`src/design/cmap_pkg.sv`:
```
// Shared types, widths and codes for the character-map glyph lookup block.
`timescale 1ns / 1ps

package cmap_pkg;

  // Default store size in bytes.
  localparam int unsigned DEF_TABLE_BYTES = 65536;

  localparam int unsigned CP_W    = 21;  // code point
  localparam int unsigned GLYPH_W = 32;  // glyph index
  localparam int unsigned LEN_W   = 17;  // table_length register
  localparam int unsigned FMT_W   = 2;   // table_format register
  localparam int unsigned CFG_W   = 17;  // config write data
  localparam int unsigned OFF_W   = 36;  // byte offset into the subtable
  localparam int unsigned F4_W    = 20;  // format 4 pointers

  // Config register indexes.
  localparam logic CFG_FORMAT = 1'b0;
  localparam logic CFG_LENGTH = 1'b1;

  // table_format codes.
  localparam logic [FMT_W-1:0] FMT_NONE = 2'd0;
  localparam logic [FMT_W-1:0] FMT_SEG  = 2'd1;
  localparam logic [FMT_W-1:0] FMT_GRP  = 2'd2;

  // action codes (tuser).
  localparam logic ACT_LOAD   = 1'b0;
  localparam logic ACT_LOOKUP = 1'b1;

  // Fetch sizes.
  localparam logic [2:0] NB_HALF = 3'd2;
  localparam logic [2:0] NB_WORD = 3'd4;

  // Subtable layout.
  localparam logic [OFF_W-1:0] GRP_COUNT_OFF = 36'd12;
  localparam logic [OFF_W-1:0] GRP_BASE_OFF  = 36'd16;
  localparam logic [OFF_W-1:0] GRP_END_OFF   = 36'd4;
  localparam logic [OFF_W-1:0] GRP_FIRST_OFF = 36'd8;
  localparam logic [OFF_W-1:0] SEG_COUNT_OFF = 36'd6;
  localparam logic [F4_W-1:0]  SEG_ENDS_OFF  = 20'd14;
  localparam logic [F4_W-1:0]  SEG_STARTS_OFF = 20'd16;  // ends + reserved pad

  typedef struct packed {
    logic             start;
    logic [OFF_W-1:0] off;
    logic [2:0]       nbytes;
  } fetch_req_t;

  typedef struct packed {
    logic               done;
    logic               ok;
    logic [GLYPH_W-1:0] data;
  } fetch_rsp_t;

  typedef enum logic [1:0] {
    FT_IDLE,
    FT_CHECK,
    FT_READ,
    FT_LAST
  } ft_state_e;

  typedef enum logic [4:0] {
    S_IDLE,
    S_G_COUNT,
    S_G_MID,
    S_G_ADDR,
    S_G_START,
    S_G_END,
    S_G_FIRST,
    S_G_CMP,
    S_G_SUM,
    S_S_SEGX2,
    S_S_TBL1,
    S_S_TBL2,
    S_S_LOOP,
    S_S_END,
    S_S_START,
    S_S_DELTA,
    S_S_ROFF,
    S_S_CMP,
    S_S_PTR,
    S_S_GLYPH,
    S_DONE
  } seq_state_e;

endpackage

```
`src/design/cmap_fetch.sv`:
```
// Big-endian multi-byte reader with bounds check against the loaded length.
`timescale 1ns / 1ps

module cmap_fetch #(
  parameter int unsigned TABLE_BYTES = cmap_pkg::DEF_TABLE_BYTES,
  localparam int unsigned AW = $clog2(TABLE_BYTES)
) (
  input  logic                       clk_i,
  input  logic                       rst_ni,
  input  logic [cmap_pkg::LEN_W-1:0] len_i,
  input  cmap_pkg::fetch_req_t       req_i,
  output cmap_pkg::fetch_rsp_t       rsp_o,
  output logic                       re_o,
  output logic [AW-1:0]              raddr_o,
  input  logic [7:0]                 rdata_i
);

  localparam int unsigned LIM_W = (AW + 1 > cmap_pkg::LEN_W) ? AW + 1 : cmap_pkg::LEN_W;
  localparam int unsigned EW    = cmap_pkg::OFF_W + 1;
  localparam logic [LIM_W-1:0] TB_LIM = LIM_W'(TABLE_BYTES);

  cmap_pkg::ft_state_e state_q, state_d;
  logic [cmap_pkg::OFF_W-1:0] off_q, off_d;
  logic [2:0]                 n_q, n_d;
  logic [1:0]                 cnt_q, cnt_d;
  logic [23:0]                acc_q, acc_d;
  logic                       rvld_q;

  logic [LIM_W-1:0] len_ext;
  logic [LIM_W-1:0] limit;
  logic [EW-1:0]    end_off;
  logic             in_bounds;
  logic             last_issue;

  assign len_ext    = LIM_W'(len_i);
  assign limit      = (len_ext < TB_LIM) ? len_ext : TB_LIM;
  assign end_off    = {1'b0, off_q} + EW'(n_q);
  assign in_bounds  = (end_off <= EW'(limit));
  assign last_issue = ({1'b0, cnt_q} == (n_q - 3'd1));
  assign raddr_o    = off_q[AW-1:0] + AW'(cnt_q);

  always_comb begin
    state_d    = state_q;
    off_d      = off_q;
    n_d        = n_q;
    cnt_d      = cnt_q;
    acc_d      = rvld_q ? {acc_q[15:0], rdata_i} : acc_q;
    re_o       = 1'b0;
    rsp_o.done = 1'b0;
    rsp_o.ok   = 1'b0;
    rsp_o.data = {acc_q, rdata_i};
    unique case (state_q)
      cmap_pkg::FT_IDLE: begin
        if (req_i.start) begin
          off_d   = req_i.off;
          n_d     = req_i.nbytes;
          state_d = cmap_pkg::FT_CHECK;
        end
      end
      cmap_pkg::FT_CHECK: begin
        acc_d = '0;
        cnt_d = '0;
        if (in_bounds) begin
          state_d = cmap_pkg::FT_READ;
        end else begin
          rsp_o.done = 1'b1;
          state_d    = cmap_pkg::FT_IDLE;
        end
      end
      cmap_pkg::FT_READ: begin
        re_o  = 1'b1;
        cnt_d = cnt_q + 2'd1;
        if (last_issue) begin
          state_d = cmap_pkg::FT_LAST;
        end
      end
      cmap_pkg::FT_LAST: begin
        // final byte is on the read port now
        rsp_o.done = 1'b1;
        rsp_o.ok   = 1'b1;
        if (req_i.start) begin
          off_d   = req_i.off;
          n_d     = req_i.nbytes;
          state_d = cmap_pkg::FT_CHECK;
        end else begin
          state_d = cmap_pkg::FT_IDLE;
        end
      end
      default: state_d = cmap_pkg::FT_IDLE;
    endcase
  end

  always_ff @(posedge clk_i or negedge rst_ni) begin
    if (!rst_ni) begin
      state_q <= cmap_pkg::FT_IDLE;
      rvld_q  <= 1'b0;
    end else begin
      state_q <= state_d;
      rvld_q  <= re_o;
    end
  end

  always_ff @(posedge clk_i) begin
    off_q <= off_d;
    n_q   <= n_d;
    cnt_q <= cnt_d;
    acc_q <= acc_d;
  end

endmodule

```
`config.mk`:
```
export PLATFORM = sky130hd
export DESIGN_NAME = cmap_fetch
export DESIGN_NICKNAME = d
export VERILOG_FILES = /design/src/design/cmap_pkg.sv /design/src/design/cmap_fetch.sv
export SDC_FILE = /design/constraint.sdc
export NUM_CORES = 1
export LEC_CHECK = 0
export BUFFER_PORTS_ARGS = -buffer_cell sky130_fd_sc_hd__clkbuf_2
export CAP_MARGIN = 20
export CORE_MARGIN = 5
export CORE_UTILIZATION = 52
export DETAILED_ROUTE_END_ITERATION = 12
export PLACE_DENSITY = 0.8
export SLEW_MARGIN = 20
export SYNTH_ARGS = -nofsm -noshare
export SYNTH_HDL_FRONTEND = slang
export SYNTH_SLANG_ARGS = --single-unit
```
`constraint.sdc`:
```
create_clock -name clk_i -period 4.1 [get_ports clk_i]
set_input_delay 0.205 -clock clk_i [delete_from_list [all_inputs] [get_ports clk_i]]
set_output_delay 0.205 -clock clk_i [all_outputs]
set_load 0.02 [all_outputs]
```
==> out/qor.txt <==
Outcome - finished, final reports clean
Family with the most delay on the worst path - simple AND/OR/NAND/NOR gates
Yosys top cell by area - edfxtp_1
Cell-internal power - 1.42 mW
Crit-path cells - ha_2 > inv_2 > fa_2 > nor2b_4 > o21ai_4 > nor2_2 > xor2_1 > ha_1 > nand4_1 > or4_4 > mux2_4 > a221oi_2 > nand4_1 > a21o_1 > buf_6
H-tree levels - 3
Buf+Inv Stages, Crit Path - 2
Clock sink count - 68
Initial core utilization - 52.7%
Via/cell ratio - 5.46
Worst-path clk slew - 80 ps
Drt pass-1 iters - 4
Max Buffers Root-to-Sink - 2
Combinational share of power - 31.6%
Wire per inst - 15.0 µm
Die area - 9610 µm²
Core area - 7650 µm²
Port Buffers - 117
Final setup vio count - 0
Synth Net Count - 492
Net switching power - 772 µW
CTS tree - yes
GR Overflow Total - 0
Fin Setup TNS - 0 ps
Layout cells sized above 1 - 33.0%
CP Class - flip-flop to output port
Ports - 118
Via count - 3399
Die Height - 98.1 µm
Ys async rst share - 4.41%
Crit-path max FO - 4
HP Class - input port to flip-flop
CP Capture Type - output port
Initial antenna violation count - 0
Synth top cells by count - nor2_1 (47), edfxtp_1 (41), nand2_1 (31), ha_1 (28), mux2i_1 (25)
Max incr delay on CP - 540 ps
Clk Latency, worst-skew pair - 340 ps
R2r startpoint - off_q[0]
Switching Fraction - 35.3%
Antenna diodes - 0
CP Data Arrival Time - 3840 ps
Yosys top cell area share - 30.5%
Worst hold start - req_i[10]
Tot GR Track Use - 19.6%
Final Core Density - 65.5%
Worst Skew - 10.0 ps
CTS buffer count - 9
Post-synth EDFFs - 41
Fmax - 0.247 GHz
Minimum clock period - 4050 ps
Vias in the first global route - 3390
CP most frequent cell - nand4_1
Crit-path slowest cell - or4_4
Max IR drop VDD - 0.368 mV
Clk Tree Root Cell - clkbuf_8
Register area share after synthesis - 44.3%
Top post-synthesis cells by area - edfxtp_1 (31%), dfxtp_1 (12%), ha_1 (8.7%), mux2i_1 (6.2%), xnor2_1 (4.6%)
Startpoint types - flip-flop
First DRT Iteration DRCs - 100
Post-DRT Antenna Nets - 0
Req. time, crit path - 3890 ps
Flops & latches, synth - 68
Total Routed Length - 9350 µm
First-pass GRT wire length - 15400 µm
Rows - 32
DP HPWL - 7200 µm
Worst slew pin tran - 1040 ps
Die width - 98.1 µm
Final Hold Vio Count - 0
Max-cap violations - 0
RSZ-0062 raised after global routing - yes
Routability cong. - 0.863
Slew Viols, Final - 0
Yosys cell types - 55
P&R area growth vs syn - 24.2%
Critical Path Start - off_q[0]
Yosys warning count - 0
Gate Count Post-Synth - 395
Seq pwr share - 42.8%
Fin nets - 613
Worst slew margin - 30.3%
Count leader, synth - nor2_1
Top_reg_cell synth - edfxtp_1
Power per cell area - 437 nW/µm²
P_leak - 2.09 nW
Synthesized area - 4030 µm²
Hold WS - 34.2 ps
Final instance area - 5010 µm²
Tcrit/Tclk final - 98.7%
Area after DPL - 4640 µm²
Pin count of the biggest net entering global routing - 40
DRC viols - 0
Clock power frac - 25.6%
Syn Area/Cell - 10.2 µm²
worst paths after layout:
path | to | slack (ps) | depth (start not counted)
worst max-delay path | rsp_o[33] | 50 | 15
worst min-delay path | off_q[7] | 30 | 1
worst max register to register | flip-flop | 720 | 14
worst min register to register | acc_q[19] | 510 | 2
max in group asynchronous | state_q[0] | 3780 | 2
min in group asynchronous | rvld_q | 200 | 2
routing by layer:
layer | wire length (µm) | vias to the layer above | global-route usage (%) | share of wire [%]
li1 | - | 1658 | - | -
met1 | 3840 | 1572 | 23.7 | 41
met2 | 4470 | 136 | 31.9 | 48
met3 | 690 | 33 | 6.43 | 7.4
met4 | 353 | 0 | 8.95 | 3.8
met5 | 0 | - | 0 | 0
area by class of cell:
class                      count  area, µm²
tap                          102        128
fill                         633       2640
multi-input combinational    289       2120
sequential                    68       1790
clock inverter                 5       37.5
clock buffer                  11        174
inverter                      17       63.8
timing repair buffer         131        703
worst register-to-register path, cell delays in order, from the launching register on:
cell,delay (ps)
edfxtp_1,380
ha_2,210
inv_2,40
fa_2,360
nor2b_4,190
o21ai_4,100
nor2_2,100
xor2_1,70
ha_1,310
nand4_1,110
or4_4,540
mux2_4,290
a221oi_2,270
nand4_1,200
o22ai_1,150
state kept, by name (all words and copies together) (netlist names), named ones only:
register	cells
off_q	36
n_q	3
cnt_q	2
acc_q	24
rvld_q	1
state_q	1
cells in the final DEF, fill, tap and decap left out, drive strengths merged, types with 7 or more instances in the layout:
| master | count |
|---|---|
| nor4 | 7 |
| mux2i | 25 |
| nor2 | 47 |
| dfxtp | 24 |
| xnor2 | 21 |
| nand3 | 19 |
| nor3 | 7 |
| clkbuf | 127 |
| a21oi | 11 |
| ha | 28 |
| o21ai | 9 |
| nand4 | 14 |
| nand2 | 31 |
| xor2 | 17 |
| edfxtp | 41 |
| buf | 14 |
| inv | 19 |
through the flow:
stage,std cells,power (mW),setup WS (ps)
floorplan,395,1.40,573
detailed placement,595,1.58,-57.6
global placement,595,1.56,101
CTS,619,2.18,-17.9
global route,623,2.33,-148
finish,623,2.19,51.6
cells by family after synthesis:
group	synth area share, %
and+or+nand+nor	20.0
DFF	44.3
AOI/OAI and AO/OA	6.46
xor gates and xnor gates	8.26
buffers and inverters	4.81
adders and majority gates	9.68
muxes	6.49
timing repair:
action                     4_1_cts  5_1_grt
setup endpoints to repair        1        1
hold endpoints to repair         3        0
hold buffers                     1        0
resized for setup               13        9
setup buffers                    7        4
pin swaps                       12       12
power groups by stage:
stage / clock network [mW] / logic, mW / registers (mW)
after floorplan: 0 / 0.490 / 0.909
after global placement: 0 / 0.618 / 0.941
after detailed placement: 0 / 0.631 / 0.947
after CTS: 0.573 / 0.675 / 0.933
after global routing: 0.610 / 0.773 / 0.948
final: 0.561 / 0.692 / 0.935
No activity file was read; power rests on OpenSTA's default activity.
