--- config.mk ---
export PLATFORM = sky130hd
export DESIGN_NAME = cmap_seq
export DESIGN_NICKNAME = d
export VERILOG_FILES = /design/src/design/cmap_pkg.sv /design/src/design/cmap_seq.sv
export SDC_FILE = /design/constraint.sdc
export NUM_CORES = 1
export LEC_CHECK = 0
export BUFFER_PORTS_ARGS = -buffer_cell sky130_fd_sc_hd__buf_2
export CAP_MARGIN = 5
export CORE_ASPECT_RATIO = 1.2
export CORE_MARGIN = 2
export CORE_UTILIZATION = 26
export CTS_CLUSTER_SIZE = 20
export DETAILED_ROUTE_END_ITERATION = 6
export SYNTH_ARGS = -nofsm -noshare
export SYNTH_HDL_FRONTEND = slang
export SYNTH_SLANG_ARGS = --single-unit
--- constraint.sdc ---
create_clock -name clk_i -period 8.8 [get_ports clk_i]
set_input_delay 1.32 -clock clk_i [delete_from_list [all_inputs] [get_ports clk_i]]
set_output_delay 1.32 -clock clk_i [all_outputs]
set_load 0.1 [all_outputs]
--- src/design/cmap_pkg.sv ---
// Shared types, widths and codes for the character-map glyph lookup block.
`timescale 1ns / 1ps

package cmap_pkg;

  // Default store size in bytes.
  localparam int unsigned DEF_TABLE_BYTES = 65536;

  localparam int unsigned CP_W    = 21;  // code point
  localparam int unsigned GLYPH_W = 32;  // glyph index
  localparam int unsigned LEN_W   = 17;  // table_length register
  localparam int unsigned FMT_W   = 2;   // table_format register
  localparam int unsigned CFG_W   = 17;  // config write data
  localparam int unsigned OFF_W   = 36;  // byte offset into the subtable
  localparam int unsigned F4_W    = 20;  // format 4 pointers

  // Config register indexes.
  localparam logic CFG_FORMAT = 1'b0;
  localparam logic CFG_LENGTH = 1'b1;

  // table_format codes.
  localparam logic [FMT_W-1:0] FMT_NONE = 2'd0;
  localparam logic [FMT_W-1:0] FMT_SEG  = 2'd1;
  localparam logic [FMT_W-1:0] FMT_GRP  = 2'd2;

  // action codes (tuser).
  localparam logic ACT_LOAD   = 1'b0;
  localparam logic ACT_LOOKUP = 1'b1;

  // Fetch sizes.
  localparam logic [2:0] NB_HALF = 3'd2;
  localparam logic [2:0] NB_WORD = 3'd4;

  // Subtable layout.
  localparam logic [OFF_W-1:0] GRP_COUNT_OFF = 36'd12;
  localparam logic [OFF_W-1:0] GRP_BASE_OFF  = 36'd16;
  localparam logic [OFF_W-1:0] GRP_END_OFF   = 36'd4;
  localparam logic [OFF_W-1:0] GRP_FIRST_OFF = 36'd8;
  localparam logic [OFF_W-1:0] SEG_COUNT_OFF = 36'd6;
  localparam logic [F4_W-1:0]  SEG_ENDS_OFF  = 20'd14;
  localparam logic [F4_W-1:0]  SEG_STARTS_OFF = 20'd16;  // ends + reserved pad

  typedef struct packed {
    logic             start;
    logic [OFF_W-1:0] off;
    logic [2:0]       nbytes;
  } fetch_req_t;

  typedef struct packed {
    logic               done;
    logic               ok;
    logic [GLYPH_W-1:0] data;
  } fetch_rsp_t;

  typedef enum logic [1:0] {
    FT_IDLE,
    FT_CHECK,
    FT_READ,
    FT_LAST
  } ft_state_e;

  typedef enum logic [4:0] {
    S_IDLE,
    S_G_COUNT,
    S_G_MID,
    S_G_ADDR,
    S_G_START,
    S_G_END,
    S_G_FIRST,
    S_G_CMP,
    S_G_SUM,
    S_S_SEGX2,
    S_S_TBL1,
    S_S_TBL2,
    S_S_LOOP,
    S_S_END,
    S_S_START,
    S_S_DELTA,
    S_S_ROFF,
    S_S_CMP,
    S_S_PTR,
    S_S_GLYPH,
    S_DONE
  } seq_state_e;

endpackage

--- src/design/cmap_seq.sv ---
// Lookup sequencer: format 12 binary search, format 4 segment walk, result register.
`timescale 1ns / 1ps

module cmap_seq (
  input  logic                         clk_i,
  input  logic                         rst_ni,
  input  logic                         start_i,
  input  logic [cmap_pkg::CP_W-1:0]    cp_i,
  input  logic [cmap_pkg::FMT_W-1:0]   fmt_i,
  output logic                         idle_o,
  output cmap_pkg::fetch_req_t         req_o,
  input  cmap_pkg::fetch_rsp_t         rsp_i,
  output logic                         out_valid_o,
  input  logic                         out_ready_i,
  output logic [cmap_pkg::GLYPH_W-1:0] out_glyph_o
);

  localparam int unsigned OW = cmap_pkg::OFF_W;
  localparam int unsigned GW = cmap_pkg::GLYPH_W;
  localparam int unsigned FW = cmap_pkg::F4_W;

  cmap_pkg::seq_state_e state_q, state_d;
  logic [cmap_pkg::CP_W-1:0] cp_q, cp_d;
  logic [GW-1:0] lo_q, lo_d, hi_q, hi_d, mid_q, mid_d;
  logic [OW-1:0] base_q, base_d;
  logic [GW-1:0] start_q, start_d, end_q, end_d, aux_q, aux_d;
  logic [15:0]   roff_q, roff_d, segx2_q, segx2_d;
  logic [FW-1:0] starts_q, starts_d, deltas_q, deltas_d, roffs_q, roffs_d;
  logic [16:0]   i_q, i_d;
  logic [GW-1:0] res_q, res_d;
  logic          out_vld_q, out_vld_d;
  logic [GW-1:0] out_q, out_d;

  logic [GW:0]   mid_sum;
  logic [OW-1:0] grp_off;
  logic [GW-1:0] cp_ext;
  logic [15:0]   seg_diff;
  logic [15:0]   f4_sum;
  logic          fail;

  assign mid_sum  = {1'b0, lo_q} + {1'b0, hi_q};
  // 12 * mid + 16, as two shifted copies
  assign grp_off  = OW'({mid_q, 3'b000}) + OW'({mid_q, 2'b00}) + cmap_pkg::GRP_BASE_OFF;
  assign cp_ext   = GW'(cp_q);
  assign seg_diff = cp_q[15:0] - start_q[15:0];
  assign f4_sum   = cp_q[15:0] + aux_q[15:0];
  assign fail     = rsp_i.done && !rsp_i.ok;

  assign idle_o      = (state_q == cmap_pkg::S_IDLE);
  assign out_valid_o = out_vld_q;
  assign out_glyph_o = out_q;

  always_comb begin
    state_d  = state_q;
    cp_d     = cp_q;
    lo_d     = lo_q;
    hi_d     = hi_q;
    mid_d    = mid_q;
    base_d   = base_q;
    start_d  = start_q;
    end_d    = end_q;
    aux_d    = aux_q;
    roff_d   = roff_q;
    segx2_d  = segx2_q;
    starts_d = starts_q;
    deltas_d = deltas_q;
    roffs_d  = roffs_q;
    i_d      = i_q;
    res_d    = res_q;
    out_d    = out_q;
    out_vld_d = out_vld_q && !out_ready_i;
    req_o.start  = 1'b0;
    req_o.off    = '0;
    req_o.nbytes = cmap_pkg::NB_WORD;

    if (fail) begin
      res_d   = '0;
      state_d = cmap_pkg::S_DONE;
    end else begin
      unique case (state_q)
        cmap_pkg::S_IDLE: begin
          if (start_i) begin
            cp_d = cp_i;
            if (fmt_i == cmap_pkg::FMT_GRP) begin
              req_o.start = 1'b1;
              req_o.off   = cmap_pkg::GRP_COUNT_OFF;
              state_d     = cmap_pkg::S_G_COUNT;
            end else if (fmt_i == cmap_pkg::FMT_SEG && cp_i[cmap_pkg::CP_W-1:16] == '0) begin
              req_o.start  = 1'b1;
              req_o.off    = cmap_pkg::SEG_COUNT_OFF;
              req_o.nbytes = cmap_pkg::NB_HALF;
              state_d      = cmap_pkg::S_S_SEGX2;
            end else begin
              res_d   = '0;
              state_d = cmap_pkg::S_DONE;
            end
          end
        end

        // ---- format 12 ----
        cmap_pkg::S_G_COUNT: begin
          if (rsp_i.done) begin
            lo_d    = '0;
            hi_d    = rsp_i.data;
            state_d = cmap_pkg::S_G_MID;
          end
        end
        cmap_pkg::S_G_MID: begin
          if (lo_q >= hi_q) begin
            res_d   = '0;
            state_d = cmap_pkg::S_DONE;
          end else begin
            mid_d   = mid_sum[GW:1];
            state_d = cmap_pkg::S_G_ADDR;
          end
        end
        cmap_pkg::S_G_ADDR: begin
          base_d      = grp_off;
          req_o.start = 1'b1;
          req_o.off   = grp_off;
          state_d     = cmap_pkg::S_G_START;
        end
        cmap_pkg::S_G_START: begin
          if (rsp_i.done) begin
            start_d     = rsp_i.data;
            req_o.start = 1'b1;
            req_o.off   = base_q + cmap_pkg::GRP_END_OFF;
            state_d     = cmap_pkg::S_G_END;
          end
        end
        cmap_pkg::S_G_END: begin
          if (rsp_i.done) begin
            end_d       = rsp_i.data;
            req_o.start = 1'b1;
            req_o.off   = base_q + cmap_pkg::GRP_FIRST_OFF;
            state_d     = cmap_pkg::S_G_FIRST;
          end
        end
        cmap_pkg::S_G_FIRST: begin
          if (rsp_i.done) begin
            aux_d   = rsp_i.data;
            state_d = cmap_pkg::S_G_CMP;
          end
        end
        cmap_pkg::S_G_CMP: begin
          if (cp_ext < start_q) begin
            hi_d    = mid_q;
            state_d = cmap_pkg::S_G_MID;
          end else if (cp_ext > end_q) begin
            lo_d    = mid_q + GW'(1);
            state_d = cmap_pkg::S_G_MID;
          end else begin
            res_d   = cp_ext - start_q;
            state_d = cmap_pkg::S_G_SUM;
          end
        end
        cmap_pkg::S_G_SUM: begin
          res_d   = res_q + aux_q;  // wraps mod 2^32
          state_d = cmap_pkg::S_DONE;
        end

        // ---- format 4 ----
        cmap_pkg::S_S_SEGX2: begin
          if (rsp_i.done) begin
            segx2_d  = rsp_i.data[15:0];
            starts_d = cmap_pkg::SEG_STARTS_OFF + FW'(rsp_i.data[15:0]);
            state_d  = cmap_pkg::S_S_TBL1;
          end
        end
        cmap_pkg::S_S_TBL1: begin
          deltas_d = starts_q + FW'(segx2_q);
          state_d  = cmap_pkg::S_S_TBL2;
        end
        cmap_pkg::S_S_TBL2: begin
          roffs_d = deltas_q + FW'(segx2_q);
          i_d     = '0;
          state_d = cmap_pkg::S_S_LOOP;
        end
        cmap_pkg::S_S_LOOP: begin
          if (i_q >= {1'b0, segx2_q}) begin
            res_d   = '0;
            state_d = cmap_pkg::S_DONE;
          end else begin
            req_o.start  = 1'b1;
            req_o.off    = OW'(cmap_pkg::SEG_ENDS_OFF + FW'(i_q));
            req_o.nbytes = cmap_pkg::NB_HALF;
            state_d      = cmap_pkg::S_S_END;
          end
        end
        cmap_pkg::S_S_END: begin
          if (rsp_i.done) begin
            end_d        = rsp_i.data;
            req_o.start  = 1'b1;
            req_o.off    = OW'(starts_q + FW'(i_q));
            req_o.nbytes = cmap_pkg::NB_HALF;
            state_d      = cmap_pkg::S_S_START;
          end
        end
        cmap_pkg::S_S_START: begin
          if (rsp_i.done) begin
            start_d      = rsp_i.data;
            req_o.start  = 1'b1;
            req_o.off    = OW'(deltas_q + FW'(i_q));
            req_o.nbytes = cmap_pkg::NB_HALF;
            state_d      = cmap_pkg::S_S_DELTA;
          end
        end
        cmap_pkg::S_S_DELTA: begin
          if (rsp_i.done) begin
            aux_d        = rsp_i.data;
            req_o.start  = 1'b1;
            req_o.off    = OW'(roffs_q + FW'(i_q));
            req_o.nbytes = cmap_pkg::NB_HALF;
            state_d      = cmap_pkg::S_S_ROFF;
          end
        end
        cmap_pkg::S_S_ROFF: begin
          if (rsp_i.done) begin
            roff_d  = rsp_i.data[15:0];
            state_d = cmap_pkg::S_S_CMP;
          end
        end
        cmap_pkg::S_S_CMP: begin
          if (cp_ext > end_q) begin
            i_d     = i_q + 17'd2;
            state_d = cmap_pkg::S_S_LOOP;
          end else if (cp_ext < start_q) begin
            res_d   = '0;
            state_d = cmap_pkg::S_DONE;
          end else if (roff_q == '0) begin
            res_d   = GW'(f4_sum);
            state_d = cmap_pkg::S_DONE;
          end else begin
            base_d  = OW'(roffs_q) + OW'(i_q) + OW'(roff_q);
            state_d = cmap_pkg::S_S_PTR;
          end
        end
        cmap_pkg::S_S_PTR: begin
          req_o.start  = 1'b1;
          req_o.off    = base_q + OW'({seg_diff, 1'b0});
          req_o.nbytes = cmap_pkg::NB_HALF;
          state_d      = cmap_pkg::S_S_GLYPH;
        end
        cmap_pkg::S_S_GLYPH: begin
          if (rsp_i.done) begin
            if (rsp_i.data[15:0] == '0) begin
              res_d = '0;
            end else begin
              res_d = GW'(16'(rsp_i.data[15:0] + aux_q[15:0]));
            end
            state_d = cmap_pkg::S_DONE;
          end
        end

        cmap_pkg::S_DONE: begin
          if (!out_vld_q || out_ready_i) begin
            out_vld_d = 1'b1;
            out_d     = res_q;
            state_d   = cmap_pkg::S_IDLE;
          end
        end
        default: state_d = cmap_pkg::S_IDLE;
      endcase
    end
  end

  always_ff @(posedge clk_i or negedge rst_ni) begin
    if (!rst_ni) begin
      state_q   <= cmap_pkg::S_IDLE;
      out_vld_q <= 1'b0;
    end else begin
      state_q   <= state_d;
      out_vld_q <= out_vld_d;
    end
  end

  always_ff @(posedge clk_i) begin
    cp_q     <= cp_d;
    lo_q     <= lo_d;
    hi_q     <= hi_d;
    mid_q    <= mid_d;
    base_q   <= base_d;
    start_q  <= start_d;
    end_q    <= end_d;
    aux_q    <= aux_d;
    roff_q   <= roff_d;
    segx2_q  <= segx2_d;
    starts_q <= starts_d;
    deltas_q <= deltas_d;
    roffs_q  <= roffs_d;
    i_q      <= i_d;
    res_q    <= res_d;
    out_q    <= out_d;
  end

endmodule

==> impl_metrics.env <==
export IMPL_synth_area_leader_cell="edfxtp_1"
export IMPL_fp_coreArea_sq_um=122000
export IMPL_clkLatencyLatePin_ns=0.62
export IMPL_ant_nets=0
export IMPL_rr_worst_depth=16
export IMPL_regToRegSetupSlack_ns=3.92
export IMPL_reg2reg_to="base_q[18]"
export IMPL_fmax_mhz=137
export IMPL_cts_buffers=50
export IMPL_seq_area_frac_synth_pct=38.1
export IMPL_hp_class="reg2reg"
export IMPL_ctsResizeCount=0
export IMPL_sw_frac_of_total_pct=40.9
export IMPL_cp_arrival_ns=5.98
export IMPL_numClockSinks=416
export IMPL_antenna_found_initial=12
export IMPL_fill_cells=12851
export IMPL_synthFlopType="edfxtp_1"
export IMPL_finalPower_mw=7.47
export IMPL_avgSynthCellArea_sq_um=9.45
export IMPL_dp_hpwl_mm=87.3
export IMPL_synth_enable_flop_cells=378
export IMPL_row_count=140
export IMPL_yosys_top_cells_area="edfxtp_1 36%, ha_1 14%, xnor2_1 4.9%"
export IMPL_max_cap_violations=0
export IMPL_p_seq_share_pct=34.2
export IMPL_routabilityCongestion=0.921
export IMPL_nets=3939
export IMPL_end_kind="output pin"
export IMPL_synth_cell_types=103
export IMPL_post_cts_buffers=0
export IMPL_netlist_area_sq_um=31900
export IMPL_status="finished clean"
export IMPL_start_util_pct=26.2
export IMPL_p_comb_share_pct=37.2
export IMPL_htreeDepth=2
export IMPL_skew_ns=0.0257
export IMPL_internal_power_mw=4.41
export IMPL_cts_buffer_depth=3
export IMPL_regToRegStartpoint="i_q[5]"
export IMPL_drt_total_wl_mm=113
export IMPL_drtIter0Drc=2549
export IMPL_hold_violations=0
export IMPL_worst_setup_path_start_kind="register"
export IMPL_irDropWorstVdd_uv=193
export IMPL_die_x_um=324
export IMPL_hold_path_end="out_glyph_o[26]"
export IMPL_grt_max_degree=57
export IMPL_drt_first_pass_iters=7
export IMPL_grt_pass1_wl_mm=167
export IMPL_vias=27489
export IMPL_wire_per_inst_um=21.8
export IMPL_grt_total_usage_pct=17.5
export IMPL_via_per_inst=5.31
export IMPL_grt_ovfl_total=0
export IMPL_power_frac_clock_pct=28.6
export IMPL_leakagePower_nw=14.0
export IMPL_setup_tns_ns=0
export IMPL_period_needed_ns=7.30
export IMPL_slowest_stage="buf_2"
export IMPL_hold_depth=0
export IMPL_io_pins=135
export IMPL_ys_async_sr_fraction_pct=1.44
export IMPL_yosysWarningCount=0
export IMPL_required_ns=7.48
export IMPL_die_h_um=388
export IMPL_cp_slowest_stage_delay_ns=0.52
export IMPL_whs_ns=0.463
export IMPL_cts_root_buf="clkbuf_16"
export IMPL_drive_above_1_share_pct=9.47
export IMPL_synth_nets=3809
export IMPL_worstSetupPathType="reg2out"
export IMPL_cts_tree="done"
export IMPL_synth_seq_cells=416
export IMPL_route_detailed_drc=0
export IMPL_relSlewSlack_pct=20.6
export IMPL_ctsHoldBuffers=0
export IMPL_cp_max_fo=8
export IMPL_clk_pin_slew_worst_paths_ns=0.06
export IMPL_p_per_area_nw_per_um2=206
export IMPL_port_buffers=133
export IMPL_die_area_sq_um=126000
export IMPL_slew_violations=0
export IMPL_mostFrequentLayoutCell="edfxtp_1"
export IMPL_area_growth_syn_to_layout_pct=13.9
export IMPL_yosys_area_top_type_share_pct=35.6
export IMPL_finalSetupViolations=0
export IMPL_power_switching_mw=3.06
export IMPL_worst_slew_pin_slew_ns=1.19
export IMPL_hp_start="res_q[26]"
export IMPL_rsz0062_at_grt="no"
export IMPL_first_global_vias=26116
export IMPL_netlist_instances=3377
export IMPL_min_period_over_period_pct=82.9
export IMPL_layout_common_cells="378 x edfxtp_1, 358 x ha_1, 304 x nand2_1"
export IMPL_path_cells="inv_1, ha_1, fa_1, nor2b_1, o31a_1, o311ai_2, nand2_1, a31oi_1, xnor2_1, ha_1, o21a_1, nor2_1, a21oi_1, nand2_1, nor2_1, mux2_2, a21oi_1, o21ai_0, buf_2"
kinds of logic (layout without fill, tap and decap cells):
family	Yosys count	after routing	share of synthesized area, %
AO/OA/AOI/OAI	951	951	19.9
XOR/XNOR	282	282	7.74
adder cells (fa/ha/maj)	371	371	14.9
buffers and inverters	299	469	3.60
flip-flops	416	416	38.1
multiplexers	8	8	0.259
other	1	2	0.0118
AND/OR/NAND/NOR	1049	1049	15.6
registers in the layout, indices dropped and copies added, names as in the netlist:
signal	cells
aux_q	32
base_q	36
cp_q	21
deltas_q	17
end_q	32
hi_q	32
i_q	16
lo_q	32
mid_q	32
out_glyph_o	32
out_valid_o	1
res_q	32
roff_q	16
roffs_q	19
segx2_q	16
start_q	32
starts_q	13
state_q	5
routing by layer:
metal / wire length (um) / part of all wire [%] / vias to the layer above / GRT usage (%)
li1: - / - / 12883 / -
met1: 47900 / 42 / 13367 / 23.2
met2: 52500 / 46 / 1018 / 28.8
met3: 7590 / 6.7 / 213 / 2.33
met4: 5050 / 4.5 / 8 / 7.05
met5: 50 / 0.044 / - / 0
critical path, delay by kind of cell (launching register included):
kind,cells,cell delay [ns]
AO/OA/AOI/OAI,7,1.84
XOR/XNOR,1,0.20
adder cells (fa/ha/maj),3,0.75
buffers and inverters,2,0.63
flip-flops,1,0.40
multiplexers,1,0.25
AND/OR/NAND/NOR,5,1.30
synthesized netlist by cell type (9+ instances only):
library cell and number:
a211oi_1 37, o21bai_1 32, o211ai_1 21, dfxtp_1 32, and2_1 22, nand4_1 42, o21ai_0 149, a21oi_1 250
xor2_1 105, ha_1 358, nor2b_1 31, xnor2_1 177, a311oi_1 13, a221oi_1 27, a22oi_1 20, o22ai_1 25
and3_1 30, o221ai_1 11, nor2_1 307, or2_2 12, nand2_1 306, inv_1 199, o21a_1 43, nor3_1 80
a21o_1 74, and4_1 12, nand2b_1 28, nand3_1 75, buf_2 9, a2111oi_0 9, edfxtp_1 378, a31oi_1 52
fa_1 13, a222oi_1 12, o31ai_1 23, clkbuf_1 79, or3_1 30, nor4_1 28, o21ai_1 37, nor3b_1 9
cell type report:
class	instances	area, sq um	area share [%]
timing repair buffer	176	988	2.72
inverter	201	754	2.08
antenna	1	2.50	0.00689
multi-input combinational	2662	18700	51.6
clock buffer	55	1270	3.50
sequential	416	12100	33.4
tap	1633	2040	5.63
clock inverter	37	379	1.04
metrics by stage:
stage | area [sq um] | std cells | util [%] | worst slack, ns
5_1_grt | 36300 | 5180 | 29.9 | 1.25
3_3_place_gp | 34700 | 5088 | 28.5 | 2.17
2_1_floorplan | 31900 | 3377 | - | 1.71
6_report | 36300 | 5181 | 29.9 | 1.50
3_5_place_dp | 34700 | 5088 | 28.5 | 2.19
4_1_cts | 36300 | 5180 | 29.9 | 1.49
worst max-delay path by stage:
stage	endpoint	cells past startpoint	start
final	req_o[31]	19	cp_q[0]
after CTS	req_o[31]	19	cp_q[0]
after global routing	req_o[31]	19	cp_q[0]
after floorplan	start_q[0]	2	rsp_i[32]
after detailed placement	req_o[31]	19	cp_q[0]
after global placement	req_o[31]	17	cp_q[2]
power by group through the flow:
stage / Clock (mW) / Combinational (mW) / Sequential (mW)
after floorplan: 0 / 1.78 / 2.77
after global placement: 0 / 2.73 / 2.59
after detailed placement: 0 / 2.74 / 2.59
after CTS: 2.18 / 2.75 / 2.55
after global routing: 2.24 / 2.98 / 2.57
final: 2.14 / 2.78 / 2.55
(Power assumes the default switching activity.)
